<file path="src/rtl/lcg_random_with_range_modes_assert.svh">
// Assertion macros for the random generator block.
// Used by the top level; needs clk and rst in the scope of each use.
`ifndef LCG_RANDOM_WITH_RANGE_MODES_ASSERT_SVH
`define LCG_RANDOM_WITH_RANGE_MODES_ASSERT_SVH
`ifndef SYNTH
`define LCGR_ASSERT(lbl, prop) lbl: assert property (@(posedge clk) disable iff (rst) prop) \
  else $error("lcgr assertion failed");
`define LCGR_NEVER(lbl, cond) `LCGR_ASSERT(lbl, !(cond))
`else
`define LCGR_ASSERT(lbl, prop)
`define LCGR_NEVER(lbl, cond)
`endif
`endif

</file>
<file path="src/rtl/lcgr_pkg.sv">
// Shared constants and types of the random generator block.
// No dependencies.
package lcgr_pkg;

  localparam logic [31:0] LCG_MUL = 32'd1103515245;
  localparam logic [31:0] LCG_ADD = 32'd12345;

  localparam logic [2:0] OP_RAW     = 3'd0;
  localparam logic [2:0] OP_RANGE   = 3'd1;
  localparam logic [2:0] OP_BETWEEN = 3'd2;
  localparam logic [2:0] OP_LOTTERY = 3'd3;
  localparam logic [2:0] OP_SAMPLE  = 3'd4;

  typedef enum logic [4:0] {
    ST_IDLE = 5'b00001,
    ST_THR  = 5'b00010,
    ST_LCG  = 5'b00100,
    ST_MOD  = 5'b01000,
    ST_EMIT = 5'b10000
  } state_t;

endpackage

</file>
<file path="src/rtl/lcgr_cfg_if.sv">
// Configuration write channel of the random generator block.
// No dependencies.
interface lcgr_cfg_if;
  logic        valid;
  logic        ready;
  logic [31:0] data;

  modport source (output valid, output data, input ready);
  modport sink (input valid, input data, output ready);
endinterface

</file>
<file path="src/rtl/lcgr_in_if.sv">
// Request channel of the random generator block.
// No dependencies.
interface lcgr_in_if;
  logic        valid;
  logic        ready;
  logic [2:0]  operation;
  logic [31:0] range_a;
  logic [31:0] range_b;
  logic [16:0] rate_fraction;
  logic [31:0] accuracy;
  logic [6:0]  pick_count;

  modport source (output valid, output operation, output range_a, output range_b,
                  output rate_fraction, output accuracy, output pick_count, input ready);
  modport sink (input valid, input operation, input range_a, input range_b,
                input rate_fraction, input accuracy, input pick_count, output ready);
endinterface

</file>
<file path="src/rtl/lcgr_out_if.sv">
// Result channel of the random generator block.
// No dependencies.
interface lcgr_out_if;
  logic        valid;
  logic        ready;
  logic [31:0] value;
  logic        win;
  logic [5:0]  slot;
  logic        last;

  modport source (output valid, output value, output win, output slot, output last,
                  input ready);
  modport sink (input valid, input value, input win, input slot, input last,
                output ready);
endinterface

</file>
<file path="src/rtl/lcg_random_with_range_modes.sv">
// Top level of the three-step LCG random generator with five draw modes.
// Depends on lcgr_pkg, the lcgr_*_if interfaces and the assertion header.
`include "lcg_random_with_range_modes_assert.svh"

// One item at a time. A draw is three LCG steps, each a bit-serial constant
// multiply; modes that reduce the draw add a restoring modulo, one quotient
// bit per cycle. Lottery adds a serial multiply for the threshold. Cases
// that need no draw skip these steps. Sampling draws once per scanned index
// and stalls while a result waits. The result register lets a new request be
// accepted while the previous result is still waiting to be taken.
module lcg_random_with_range_modes import lcgr_pkg::*; #(
  parameter int          MAX_PICKS        = 64,
  parameter logic [31:0] MAX_SAMPLE_RANGE = 32'd65536
) (
  input  logic      clk,
  input  logic      rst,
  lcgr_cfg_if.sink  cfg,
  lcgr_in_if.sink   cmd,
  lcgr_out_if.source res
);

  localparam logic [6:0] PICK_MAX = 7'(MAX_PICKS);

  state_t      state;
  logic [2:0]  op;
  logic [31:0] base;
  logic [31:0] div_n;
  logic [15:0] rate_sh;
  logic [47:0] prod;
  logic [31:0] running_seed;
  logic [31:0] mul_acc;
  logic [31:0] mul_sh;
  logic [4:0]  bit_cnt;
  logic [1:0]  lcg_step;
  logic [30:0] draw_val;
  logic [31:0] rem;
  logic [6:0]  remaining;
  logic [31:0] scan_index;
  logic [31:0] span;
  logic [31:0] res_value;
  logic        res_win;
  logic [5:0]  res_slot;
  logic        res_last;

  // request decode
  logic        a_gt_b;
  logic [31:0] diff;
  logic [31:0] lower;
  logic [31:0] n_sat;
  logic [6:0]  cnt_sat;
  always_comb begin
    a_gt_b  = cmd.range_a > cmd.range_b;
    diff    = a_gt_b ? cmd.range_a - cmd.range_b : cmd.range_b - cmd.range_a;
    lower   = a_gt_b ? cmd.range_b : cmd.range_a;
    n_sat   = (cmd.range_a > MAX_SAMPLE_RANGE) ? MAX_SAMPLE_RANGE : cmd.range_a;
    cnt_sat = (cmd.pick_count > PICK_MAX) ? PICK_MAX : cmd.pick_count;
  end

  // serial datapaths
  logic [47:0] prod_next;
  logic [31:0] acc_next;
  logic [31:0] seed_new;
  logic [30:0] draw_next;
  logic [32:0] rem_sh;
  logic [32:0] rem_sub;
  logic [31:0] rem_next;
  logic        emit_go;
  always_comb begin
    prod_next = {prod[46:0], 1'b0} + (rate_sh[15] ? {16'd0, div_n} : 48'd0);
    acc_next  = mul_acc + (LCG_MUL[bit_cnt] ? mul_sh : 32'd0);
    seed_new  = acc_next + LCG_ADD;
    draw_next = (lcg_step == 2'd0) ? {20'd0, seed_new[26:16]}
                                   : {draw_val[20:0], seed_new[25:16]};
    rem_sh    = {rem, draw_val[bit_cnt]};
    rem_sub   = rem_sh - {1'b0, div_n};
    rem_next  = (rem_sh >= {1'b0, div_n}) ? rem_sub[31:0] : rem_sh[31:0];
    emit_go   = !res.valid || res.ready;
  end

  assign cmd.ready = (state == ST_IDLE);
  assign cfg.ready = 1'b1;

  // control and datapath registers
  always_ff @(posedge clk) begin
    if (res.valid && res.ready) begin
      res.valid <= 1'b0;
    end
    case (state)
      ST_IDLE: begin
        if (cmd.valid) begin
          op        <= cmd.operation;
          res_value <= 32'd0;
          res_win   <= 1'b0;
          res_slot  <= 6'd0;
          res_last  <= 1'b1;
          mul_acc   <= 32'd0;
          mul_sh    <= running_seed;
          bit_cnt   <= 5'd0;
          lcg_step  <= 2'd0;
          case (cmd.operation)
            OP_RAW: begin
              state <= ST_LCG;
            end
            OP_RANGE: begin
              div_n <= cmd.range_a;
              base  <= 32'd0;
              state <= (cmd.range_a <= 32'd1) ? ST_EMIT : ST_LCG;
            end
            OP_BETWEEN: begin
              div_n     <= diff;
              base      <= lower;
              res_value <= lower;
              state     <= (diff <= 32'd1) ? ST_EMIT : ST_LCG;
            end
            OP_LOTTERY: begin
              div_n   <= cmd.accuracy;
              rate_sh <= cmd.rate_fraction[15:0];
              prod    <= 48'd0;
              bit_cnt <= 5'd15;
              if (cmd.rate_fraction == 17'd0) begin
                state <= ST_EMIT;
              end else if (cmd.rate_fraction[16]) begin
                res_win <= 1'b1;
                state   <= ST_EMIT;
              end else begin
                state <= ST_THR;
              end
            end
            OP_SAMPLE: begin
              remaining  <= cnt_sat;
              scan_index <= 32'd0;
              span       <= n_sat;
              div_n      <= n_sat;
              state      <= (cnt_sat == 7'd0 || n_sat == 32'd0) ? ST_IDLE : ST_LCG;
            end
            default: begin
              state <= ST_IDLE;
            end
          endcase
        end
      end
      // threshold = rate * accuracy, one rate bit per cycle
      ST_THR: begin
        prod    <= prod_next;
        rate_sh <= {rate_sh[14:0], 1'b0};
        bit_cnt <= bit_cnt - 5'd1;
        if (bit_cnt == 5'd0) begin
          bit_cnt <= 5'd0;
          if (div_n <= 32'd1) begin
            res_win <= (prod_next[47:16] != 32'd0);
            state   <= ST_EMIT;
          end else begin
            state <= ST_LCG;
          end
        end
      end
      // seed * LCG_MUL, one multiplier bit per cycle
      ST_LCG: begin
        mul_acc <= acc_next;
        mul_sh  <= {mul_sh[30:0], 1'b0};
        bit_cnt <= bit_cnt + 5'd1;
        if (bit_cnt == 5'd31) begin
          running_seed <= seed_new;
          draw_val     <= draw_next;
          mul_acc      <= 32'd0;
          mul_sh       <= seed_new;
          lcg_step     <= lcg_step + 2'd1;
          if (lcg_step == 2'd2) begin
            if (op == OP_RAW) begin
              res_value <= {1'b0, draw_next};
              state     <= ST_EMIT;
            end else begin
              rem     <= 32'd0;
              bit_cnt <= 5'd30;
              state   <= ST_MOD;
            end
          end
        end
      end
      // draw mod div_n, one quotient bit per cycle
      ST_MOD: begin
        rem     <= rem_next;
        bit_cnt <= bit_cnt - 5'd1;
        if (bit_cnt == 5'd0) begin
          bit_cnt  <= 5'd0;
          lcg_step <= 2'd0;
          mul_acc  <= 32'd0;
          mul_sh   <= running_seed;
          state    <= ST_EMIT;
          case (op)
            OP_RANGE: begin
              res_value <= rem_next;
            end
            OP_BETWEEN: begin
              res_value <= rem_next + base;
            end
            OP_LOTTERY: begin
              res_win <= (rem_next < prod[47:16]);
            end
            OP_SAMPLE: begin
              if (rem_next < {25'd0, remaining}) begin
                res_value <= scan_index;
                res_slot  <= 6'(remaining - 7'd1);
                res_last  <= (remaining == 7'd1) || (span == 32'd1);
              end else begin
                // skip this index and draw again
                scan_index <= scan_index + 32'd1;
                span       <= span - 32'd1;
                div_n      <= span - 32'd1;
                state      <= ST_LCG;
              end
            end
            default: begin
              state <= ST_EMIT;
            end
          endcase
        end
      end
      // hand the result to the output register when it is free
      ST_EMIT: begin
        if (emit_go) begin
          res.valid <= 1'b1;
          res.value <= res_value;
          res.win   <= res_win;
          res.slot  <= res_slot;
          res.last  <= res_last;
          state     <= ST_IDLE;
          if (op == OP_SAMPLE) begin
            remaining <= remaining - 7'd1;
            if (!res_last) begin
              scan_index <= scan_index + 32'd1;
              span       <= span - 32'd1;
              div_n      <= span - 32'd1;
              bit_cnt    <= 5'd0;
              lcg_step   <= 2'd0;
              mul_acc    <= 32'd0;
              mul_sh     <= running_seed;
              state      <= ST_LCG;
            end
          end
        end
      end
      default: begin
        state <= ST_IDLE;
      end
    endcase
    if (cfg.valid) begin
      running_seed <= cfg.data;
    end
    if (rst) begin
      state        <= ST_IDLE;
      res.valid    <= 1'b0;
      running_seed <= 32'd1;
      remaining    <= 7'd0;
      scan_index   <= 32'd0;
    end
  end

  `LCGR_ASSERT(a_lcg_wrap, (state == ST_LCG && bit_cnt == 5'd31 && lcg_step != 2'd2) |=> (state == ST_LCG && bit_cnt == 5'd0))
  `LCGR_ASSERT(a_single_last, (state == ST_EMIT && emit_go && op != OP_SAMPLE) |=> res.last)
  `LCGR_NEVER(a_picks_cap, remaining > PICK_MAX)

endmodule
</file>
<file path="src/flat_wrapper.sv">
// flat-port wrapper written by rule: the top's interface ports become plain ports
module lcg_random_with_range_modes_flat import lcgr_pkg::*;
#(
  parameter int          MAX_PICKS        = 64,
  parameter logic [31:0] MAX_SAMPLE_RANGE = 32'd65536
)
  (clk, rst, cfg_valid, cfg_data, cfg_ready, cmd_valid, cmd_operation, cmd_range_a, cmd_range_b, cmd_rate_fraction, cmd_accuracy, cmd_pick_count, cmd_ready, res_valid, res_value, res_win, res_slot, res_last, res_ready);
  lcgr_cfg_if cfg_i ();
  lcgr_in_if cmd_i ();
  lcgr_out_if res_i ();
  input  logic clk;
  input  logic rst;
  input wire logic [$bits(cfg_i.valid)-1:0] cfg_valid;
  input wire logic [$bits(cfg_i.data)-1:0] cfg_data;
  output wire logic [$bits(cfg_i.ready)-1:0] cfg_ready;
  input wire logic [$bits(cmd_i.valid)-1:0] cmd_valid;
  input wire logic [$bits(cmd_i.operation)-1:0] cmd_operation;
  input wire logic [$bits(cmd_i.range_a)-1:0] cmd_range_a;
  input wire logic [$bits(cmd_i.range_b)-1:0] cmd_range_b;
  input wire logic [$bits(cmd_i.rate_fraction)-1:0] cmd_rate_fraction;
  input wire logic [$bits(cmd_i.accuracy)-1:0] cmd_accuracy;
  input wire logic [$bits(cmd_i.pick_count)-1:0] cmd_pick_count;
  output wire logic [$bits(cmd_i.ready)-1:0] cmd_ready;
  output wire logic [$bits(res_i.valid)-1:0] res_valid;
  output wire logic [$bits(res_i.value)-1:0] res_value;
  output wire logic [$bits(res_i.win)-1:0] res_win;
  output wire logic [$bits(res_i.slot)-1:0] res_slot;
  output wire logic [$bits(res_i.last)-1:0] res_last;
  input wire logic [$bits(res_i.ready)-1:0] res_ready;
  assign cfg_i.valid = cfg_valid;
  assign cfg_i.data = cfg_data;
  assign cfg_ready = cfg_i.ready;
  assign cmd_i.valid = cmd_valid;
  assign cmd_i.operation = cmd_operation;
  assign cmd_i.range_a = cmd_range_a;
  assign cmd_i.range_b = cmd_range_b;
  assign cmd_i.rate_fraction = cmd_rate_fraction;
  assign cmd_i.accuracy = cmd_accuracy;
  assign cmd_i.pick_count = cmd_pick_count;
  assign cmd_ready = cmd_i.ready;
  assign res_valid = res_i.valid;
  assign res_value = res_i.value;
  assign res_win = res_i.win;
  assign res_slot = res_i.slot;
  assign res_last = res_i.last;
  assign res_i.ready = res_ready;
  lcg_random_with_range_modes #(.MAX_PICKS(MAX_PICKS), .MAX_SAMPLE_RANGE(MAX_SAMPLE_RANGE)) u_core (.clk(clk), .rst(rst), .cfg(cfg_i), .cmd(cmd_i), .res(res_i));
endmodule
</file>
<file path="config.mk">
export PLATFORM = sky130hd
export DESIGN_NAME = lcg_random_with_range_modes_flat
export DESIGN_NICKNAME = d
export VERILOG_FILES = /design/src/rtl/lcgr_pkg.sv /design/src/rtl/lcgr_cfg_if.sv /design/src/rtl/lcgr_in_if.sv /design/src/rtl/lcgr_out_if.sv /design/src/rtl/lcg_random_with_range_modes.sv /design/src/flat_wrapper.sv
export VERILOG_INCLUDE_DIRS = /design/src /design/src/rtl
export SDC_FILE = /design/constraint.sdc
export NUM_CORES = 1
export LEC_CHECK = 0
export BUFFER_PORTS_ARGS = -buffer_cell sky130_fd_sc_hd__buf_2
export CELL_PAD_IN_SITES_DETAIL_PLACEMENT = 0
export CELL_PAD_IN_SITES_GLOBAL_PLACEMENT = 1
export CORE_MARGIN = 2
export CORE_UTILIZATION = 40
export CTS_BUF_LIST = sky130_fd_sc_hd__clkbuf_16
export CTS_CLUSTER_DIAMETER = 30
export DETAILED_ROUTE_END_ITERATION = 8
export PLACE_DENSITY = 0.72
export SYNTH_ARGS = -nofsm -noshare
export SYNTH_HDL_FRONTEND = slang
export SYNTH_SLANG_ARGS = --single-unit
</file>
<file path="constraint.sdc">
create_clock -name clk -period 12 [get_ports clk]
set_input_delay 0.6 -clock clk [delete_from_list [all_inputs] [get_ports clk]]
set_output_delay 0.6 -clock clk [all_outputs]
set_load 0.01 [all_outputs]
</file>
## Yosys cells after proc, flatten, opt, wreduce, memory -nomap -nowiden

Memories as Yosys holds them, arrays and structs flattened. A register that Yosys moved wholly into a read port is not among the register bits.
Cells that the tools add are included.

| storage, ports and cells | value |
|---|---|
| register bits | 454 |
| latch bits | 0 |
| RAM bits | 0 |
| bits in read-only memories | 32 |
| input bits | 160 |
| output and inout bits | 43 |
| logic and storage cells | 262 |
| memories kept | 1 |

| cells by class | value |
|---|---|
| add/subtract/negate cells | 13 |
| $mul | 0 |
| div/mod/pow operators | 0 |
| magnitude comparators | 10 |
| equal/unequal tests | 37 |
| shift operators | 0 |
| mux-type cells | 133 |
| bitwise operators | 0 |
| reductions and logical operators | 43 |

Memories:

| name | words | bits a word | read ports | clocked after memory_dff | wr ports | line | source |
|---|---|---|---|---|---|---|---|
| (name not given) | 32 | 1 | 1 | 1 | 0 | lcg_random_with_range_modes.sv:70 | `acc_next = mul_acc + (LCG_MUL[bit_cnt] ? mul_sh : 32'd0);` |

Operators by type and width:

| kind | number |
|---|---|
| 32-bit 2-to-1 mux | 48 |
| 32-bit one-hot mux with 3 select lines | 5 |
| 32-bit one-hot mux with 4 select lines | 3 |
| 32-bit one-hot mux with 2 select lines | 2 |
| 5-bit 2-to-1 mux | 24 |
| 32-bit by 1-bit less-or-equal comparator with 1-bit output (second input constant) | 3 |
| 48-bit 2-to-1 mux | 2 |
| 48-bit one-hot mux with 2 select lines | 1 |
| 32-bit subtractor | 3 |
| 32-bit adder | 2 |
| 5-bit one-hot mux with 5 select lines | 2 |
| 48-bit adder | 1 |
| 7-bit 2-to-1 mux | 5 |
| 33-bit by 32-bit greater-or-equal comparator with 1-bit output | 1 |
| 32-bit by 1-bit adder with 32-bit output (second input constant) | 1 |
| 32-bit by 14-bit adder with 32-bit output (second input constant) | 1 |
| 32-bit by 1-bit equality test with 1-bit output (second input constant) | 1 |
| 32-bit by 17-bit > comparator with 1-bit output (second input constant) | 1 |
| 32-bit > comparator | 1 |
| 32-bit logical NOT | 1 |
| 32-bit < comparator | 1 |
| 32-bit by 7-bit < comparator with 1-bit output | 1 |
| 16-bit 2-to-1 mux | 2 |
| 16-bit one-hot mux with 2 select lines | 1 |
| 56 further kinds | 123 |

## Longest topological paths before layout

| logic depth | value |
|---|---|
| word-level depth | 10 |
| gate-level depth with buffers | 32 |
| gate-level depth less buffers | 28 |

## Worst setup path after synthesis

OpenSTA, ideal clock, no wires.

| path | value |
|---|---|
| kind | reg-to-reg |
| from | register u_core.bit_cnt[0] |
| to | register u_core.res_value[29], data pin |
| library setup time | 0.262 ns |
| arrival | 6.900 ns |
| required time | 11.738 ns |
| path slack | 4.838 ns |
| cell stages (with the launch flop) | 29 |
| buffers on the path | 4 |
| period minus slack after synthesis | 7.162 ns |
| cells stage by stage | edfxtp_1 buf_2 mux4_2 mux4_2 mux2i_1 ha_1 nor2b_1 o31a_1 o211ai_1 a21oi_2 o2111ai_1 a21o_1 buf_4 buf_2 buf_1 mux2i_1 inv_1 ha_1 or3_1 a211oi_1 o31a_1 a311oi_1 a221oi_1 o22ai_1 o41ai_1 o211ai_1 o211ai_1 o41a_1 o21ai_0 |

| between the ends | value |
|---|---|
| cells in the longest elaborated chain, start to end | 8 |
| elaborated cells on any way between the ends | 9 |
| classes of those cells | 2 x add/sub; 1 x order compare; 6 x mux |

Ends and longest elaborated chain:

| item | line | source |
|---|---|---|
| from (decl) | lcg_random_with_range_modes.sv:33 | `logic [4:0] bit_cnt;` |
| from (signal assigned) | lcg_random_with_range_modes.sv:146 | `bit_cnt <= bit_cnt - 5'd1;` |
| from (signal assigned) | lcg_random_with_range_modes.sv:161 | `bit_cnt <= bit_cnt + 5'd1;` |
| from (signal assigned) | lcg_random_with_range_modes.sv:183 | `bit_cnt <= bit_cnt - 5'd1;` |
| 1-bit binary-select mux with 5-bit select (*) | lcg_random_with_range_modes.sv:74 | `rem_sh = {rem, draw_val[bit_cnt]};` |
| 1-bit 2-to-1 mux (not written as such) (*) | lcg_random_with_range_modes.sv:74 |  |
| 32-bit subtractor or 33-bit by 32-bit greater-or-equal comparator with 1-bit output (tied branches) | lcg_random_with_range_modes.sv:75, lcg_random_with_range_modes.sv:76 |  |
| 32-bit 2-to-1 mux (*) | lcg_random_with_range_modes.sv:76 | `rem_next = (rem_sh >= {1'b0, div_n}) ? rem_sub[31:0] : rem_sh[31:0];` |
| net u_core.rem_next[4] | lcg_random_with_range_modes.sv:66 | `logic [31:0] rem_next;` |
| 32-bit adder (*) | lcg_random_with_range_modes.sv:195 | `res_value <= rem_next + base;` |
| 32-bit one-hot mux with 3 select lines (*) | lcg_random_with_range_modes.sv:190 | `case (op)` |
| 32-bit 2-to-1 mux (*) | lcg_random_with_range_modes.sv:184 | `if (bit_cnt == 5'd0) begin` |
| 32-bit one-hot mux with 3 select lines (*) | lcg_random_with_range_modes.sv:88 | `case (state)` |
| to (signal assigned) | lcg_random_with_range_modes.sv:192 | `res_value <= rem_next;` |
| to (signal assigned) | lcg_random_with_range_modes.sv:195 |  |
| to (signal assigned) | lcg_random_with_range_modes.sv:202 | `res_value <= scan_index;` |
| to (decl) | lcg_random_with_range_modes.sv:40 | `logic [31:0] res_value;` |

Mark *: on every way through the listed nets, which the timed path passes. The rest lies on a longest branch. The select of a mux whose other input is x is not followed.
A chain may end at the register's enable or synchronous reset.

## Worst setup path in the final report

Same ends and word-level chain as after synthesis.

==> run summary <==
Cell taking the most area after synthesis = edfxtp_1
Adder-Cell Fraction of Synth Area = 9.046%
Synth warnings = 0
FF+latch count, synth = 440
Post-synth EDFFs = 367
Post-synthesis compound-gate area fraction = 21.62%
CP Class = flip-flop to flip-flop
Post-place setup slack = 3.102 ns
Top post-synthesis cells by area = edfxtp_1, ha_1, a21oi_1, nand2_1, dfxtp_1
CP Data Required Time = 12.45 ns
RSZ-0062 raised after global routing = no
Post-CTS sizing = 0
Longest Clk Path Bufs = 3
Buffers on Ports = 196
VDD IR max = 167.8 uV
Final std cell area, no fill = 39,980 sq um
Placed inst area = 35,880 sq um
Critical path arrival = 9.44 ns
Clock latency at the later pin of the worst-skew pair = 0.74 ns
Fin Setup TNS = 0 ns
Htree depth = 3
Hold Crit Class = input pin to flip-flop
Max Cap Violations = 0
Initial DRC Count = 2,968
FILL cells = 8,117
Hold-fix buffers at CTS = 0
Avg Cell Area, Syn = 8.695 sq um
DRC errors left = 0
Netlist cell types = 94
Final ANT Viol Nets = 0
First-pass GRT wire length = 183,000 microns
Total Nets Final = 4,462
Syn Nets = 4,292
Status = finished, final reports clean
Final period util = 74.91%
Final setup fails = 0
Boundary Pins = 203
Largest net degree at the start of global routing = 70
GRT Util Overall = 27.89%
Leakage = 15.80 nW
Async SR Flop Fraction = 0%
Final HPWL DP = 94,800 microns
XOR/XNOR Fraction of Synth Area = 5.048%
Total length of routed wires = 123,400 microns
Final slew viol count = 0
Die H = 294.8 microns
Largest family of logic cells by synthesized area = compound AO/OA/AOI/OAI gates
Vias per cell = 5.836
Mux contribution to synthesized area = 3.025%
Pwr dens = 197.7 nW/um^2
Post-synth top area share = 32.57%
Drt first pass iters = 6
Multi-input logic area = 19,770 sq um
Slew margin rel. = 24.60%
Hold Vio Cnt, Final = 0
Vias = 30,970
Synth Area in Simple Gates = 19.42%
Initial antenna violation count = 14
Register area share after synthesis = 36.89%
Clock sink count = 440
Wire per inst = 23.27 microns
Worst-margin pin slew = 1.116 ns
Congestion Overflow GR = 0
Post-CTS setup buffers = 0
Post-Synthesis Cells = 3,891
Post-synth top flop = edfxtp_1
Max FO, Critical Path = 49
Die Area = 86,920 sq um
Vias in the first global route = 29,390
Routability congestion estimate from global placement = 0.9720
Die width = 294.8 microns
Core Box Area = 83,690 sq um
TritonCTS Buffers = 118
CTS tree = done
Layout cells sized above 1 = 12.46%
Sequential cell area = 12,480 sq um
Cell row count = 106
Area growth, synth to finish = 18.17%
Crit. End Element = flip-flop
Worst setup margin = 3.010 ns
Initial core utilization = 40.43%
Cell Area, Synth = 33,830 sq um
Fmax = 111.2 MHz
Reg clk slew, reported paths = 0.05 ns
CP Launch Type = flip-flop
Clock root buffer = clkbuf_16
Tmin final = 8.990 ns
Worst Clk Skew = 0.07900 ns
## synthesized netlist by cell type, drive strengths merged, types with 17 or more instances
cell type	number
o21ai	259
o211ai	30
nand2	394
mux2i	64
ha	235
or3	37
a22oi	37
nor4	48
edfxtp	367
dfxtp	73
a21o	103
and2	105
nor2b	49
or2	20
nand2b	36
or4	20
xor2	61
o31ai	25
a31oi	32
a21oi	344
o221ai	17
buf	34
and3	42
nor3	86
nand3	76
clkbuf	153
xnor2	134
nor2	338
a221oi	37
a211oi	53
o21bai	24
o21a	27
nand4	57
inv	245
## flip-flops by register name, summed over array words and instances (netlist names), 6 cells and up, named ones only
signal and count:
u_core.base 32, u_core.div_n 32, u_core.draw_val 31, u_core.mul_acc 27, u_core.mul_sh 27, u_core.prod 48
u_core.rate_sh 16, u_core.rem 32, u_core.remaining 7, u_core.res.slot 6, u_core.res.value 32, u_core.res_slot 6
u_core.res_value 32, u_core.running_seed 27, u_core.scan_index 32, u_core.span 32
## kinds of logic after synthesis
logic type,Yosys count
fa+ha+maj,241
mux,89
xor+xnor,195
flops,440
compound gates,1140
other cells,1
buf+inv,433
simple gates,1352
## cell type report
| class | count | area share (%) |
|---|---|---|
| Tap cell | 1134 | 3.549 |
| Clock inverter | 107 | 2.832 |
| Inverter | 246 | 2.310 |
| Clock buffer | 118 | 7.386 |
| Timing Repair Buffer | 237 | 3.223 |
| Antenna cell | 6 | 0.03756 |
| Sequential cell | 440 | 31.22 |
| Multi-Input combinational cell | 3018 | 49.44 |
## routing by layer
| metal | up-vias | GRT usage [%] | routed length, microns |
|---|---|---|---|
| met5 | - | 0 | 71 |
| met4 | 12 | 11.87 | 5325 |
| met3 | 246 | 4.713 | 8018 |
| met2 | 1036 | 44.51 | 56480 |
| met1 | 14950 | 37.21 | 53550 |
| li1 | 14720 | - | - |
## metrics by stage
step	hold slack (ns)	utilization (%)	instances	total power, mW
floorplan	0.4003	-	3891	3.874
CTS	0.07744	47.75	5300	7.903
detailed placement	0.4045	42.87	5075	4.691
global placement	0.4021	42.87	5075	4.691
finish	0.1122	47.77	5306	7.904
global route	0.09871	47.77	5305	8.296
## critical path, stage by stage (launching register included)
cell and delay (ns):
edfxtp_1 0.75, mux4_2 0.61, mux4_2 0.46, mux2i_1 0.60, ha_1 0.27, nor2b_1 0.06
o31a_1 0.30, o211ai_1 0.33, a21oi_2 0.10, o2111ai_1 0.34, a21o_2 0.18, buf_4 0.50
mux2i_1 0.35, inv_1 0.19, ha_1 0.30, a21o_1 0.18, a21o_1 0.21, a211oi_1 0.43
o31a_1 0.31, a311oi_1 0.20, a221oi_1 0.46, o22ai_1 0.21, o41ai_1 0.59, o211ai_1 0.30
o211ai_1 0.23, o41a_1 0.16, o21ai_0 0.08
## power breakdown
group / total, mW / switching, mW / internal [mW] / leakage [nW]
Sequential: 1.98 / 0.123 / 1.86 / 4.01
Combinational: 2.74 / 1.76 / 0.977 / 9.84
Clock: 3.18 / 1.06 / 2.12 / 1.95
Total: 7.90 / 2.95 / 4.96 / 15.8
## cell usage in the layout, fill, tap and decap left out, drive strengths merged, types with 17 or more instances in the layout
cell | Yosys | final
nand3 | 76 | 76
or3 | 37 | 37
nand2b | 36 | 36
and3 | 42 | 42
a21o | 103 | 103
ha | 235 | 235
or4 | 20 | 20
clkbuf | 153 | 118
nand2 | 394 | 394
and2 | 105 | 105
nor3 | 86 | 86
a221oi | 37 | 37
nor2b | 49 | 49
o221ai | 17 | 17
o211ai | 30 | 30
a22oi | 37 | 37
inv | 245 | 261
o21bai | 24 | 24
a21oi | 344 | 344
edfxtp | 367 | 367
nor4 | 48 | 48
o21a | 27 | 27
nand4 | 57 | 57
xor2 | 61 | 61
xnor2 | 134 | 134
clkinv | 1 | 56
o21ai | 259 | 259
buf | 34 | 237
clkinvlp | 0 | 21
or2 | 20 | 20
o31ai | 25 | 25
a211oi | 53 | 53
dfxtp | 73 | 73
a31oi | 32 | 32
mux2i | 64 | 64
nor2 | 338 | 338
## worst paths after layout
path	slack [ns]	cells past startpoint	start	endpoint
hold / removal	0.11	2	cfg_data[0]	u_core.running_seed[0]
hold reg to reg	0.42	0	u_core.res_value[11]	u_core.res.value[11]
setup / recovery	3.01	26	u_core.bit_cnt[0]	u_core.res_value[29]
setup reg to reg	3.01	26	u_core.bit_cnt[0]	u_core.res_value[29]
Note: power is estimated with default switching activity, not from simulation.
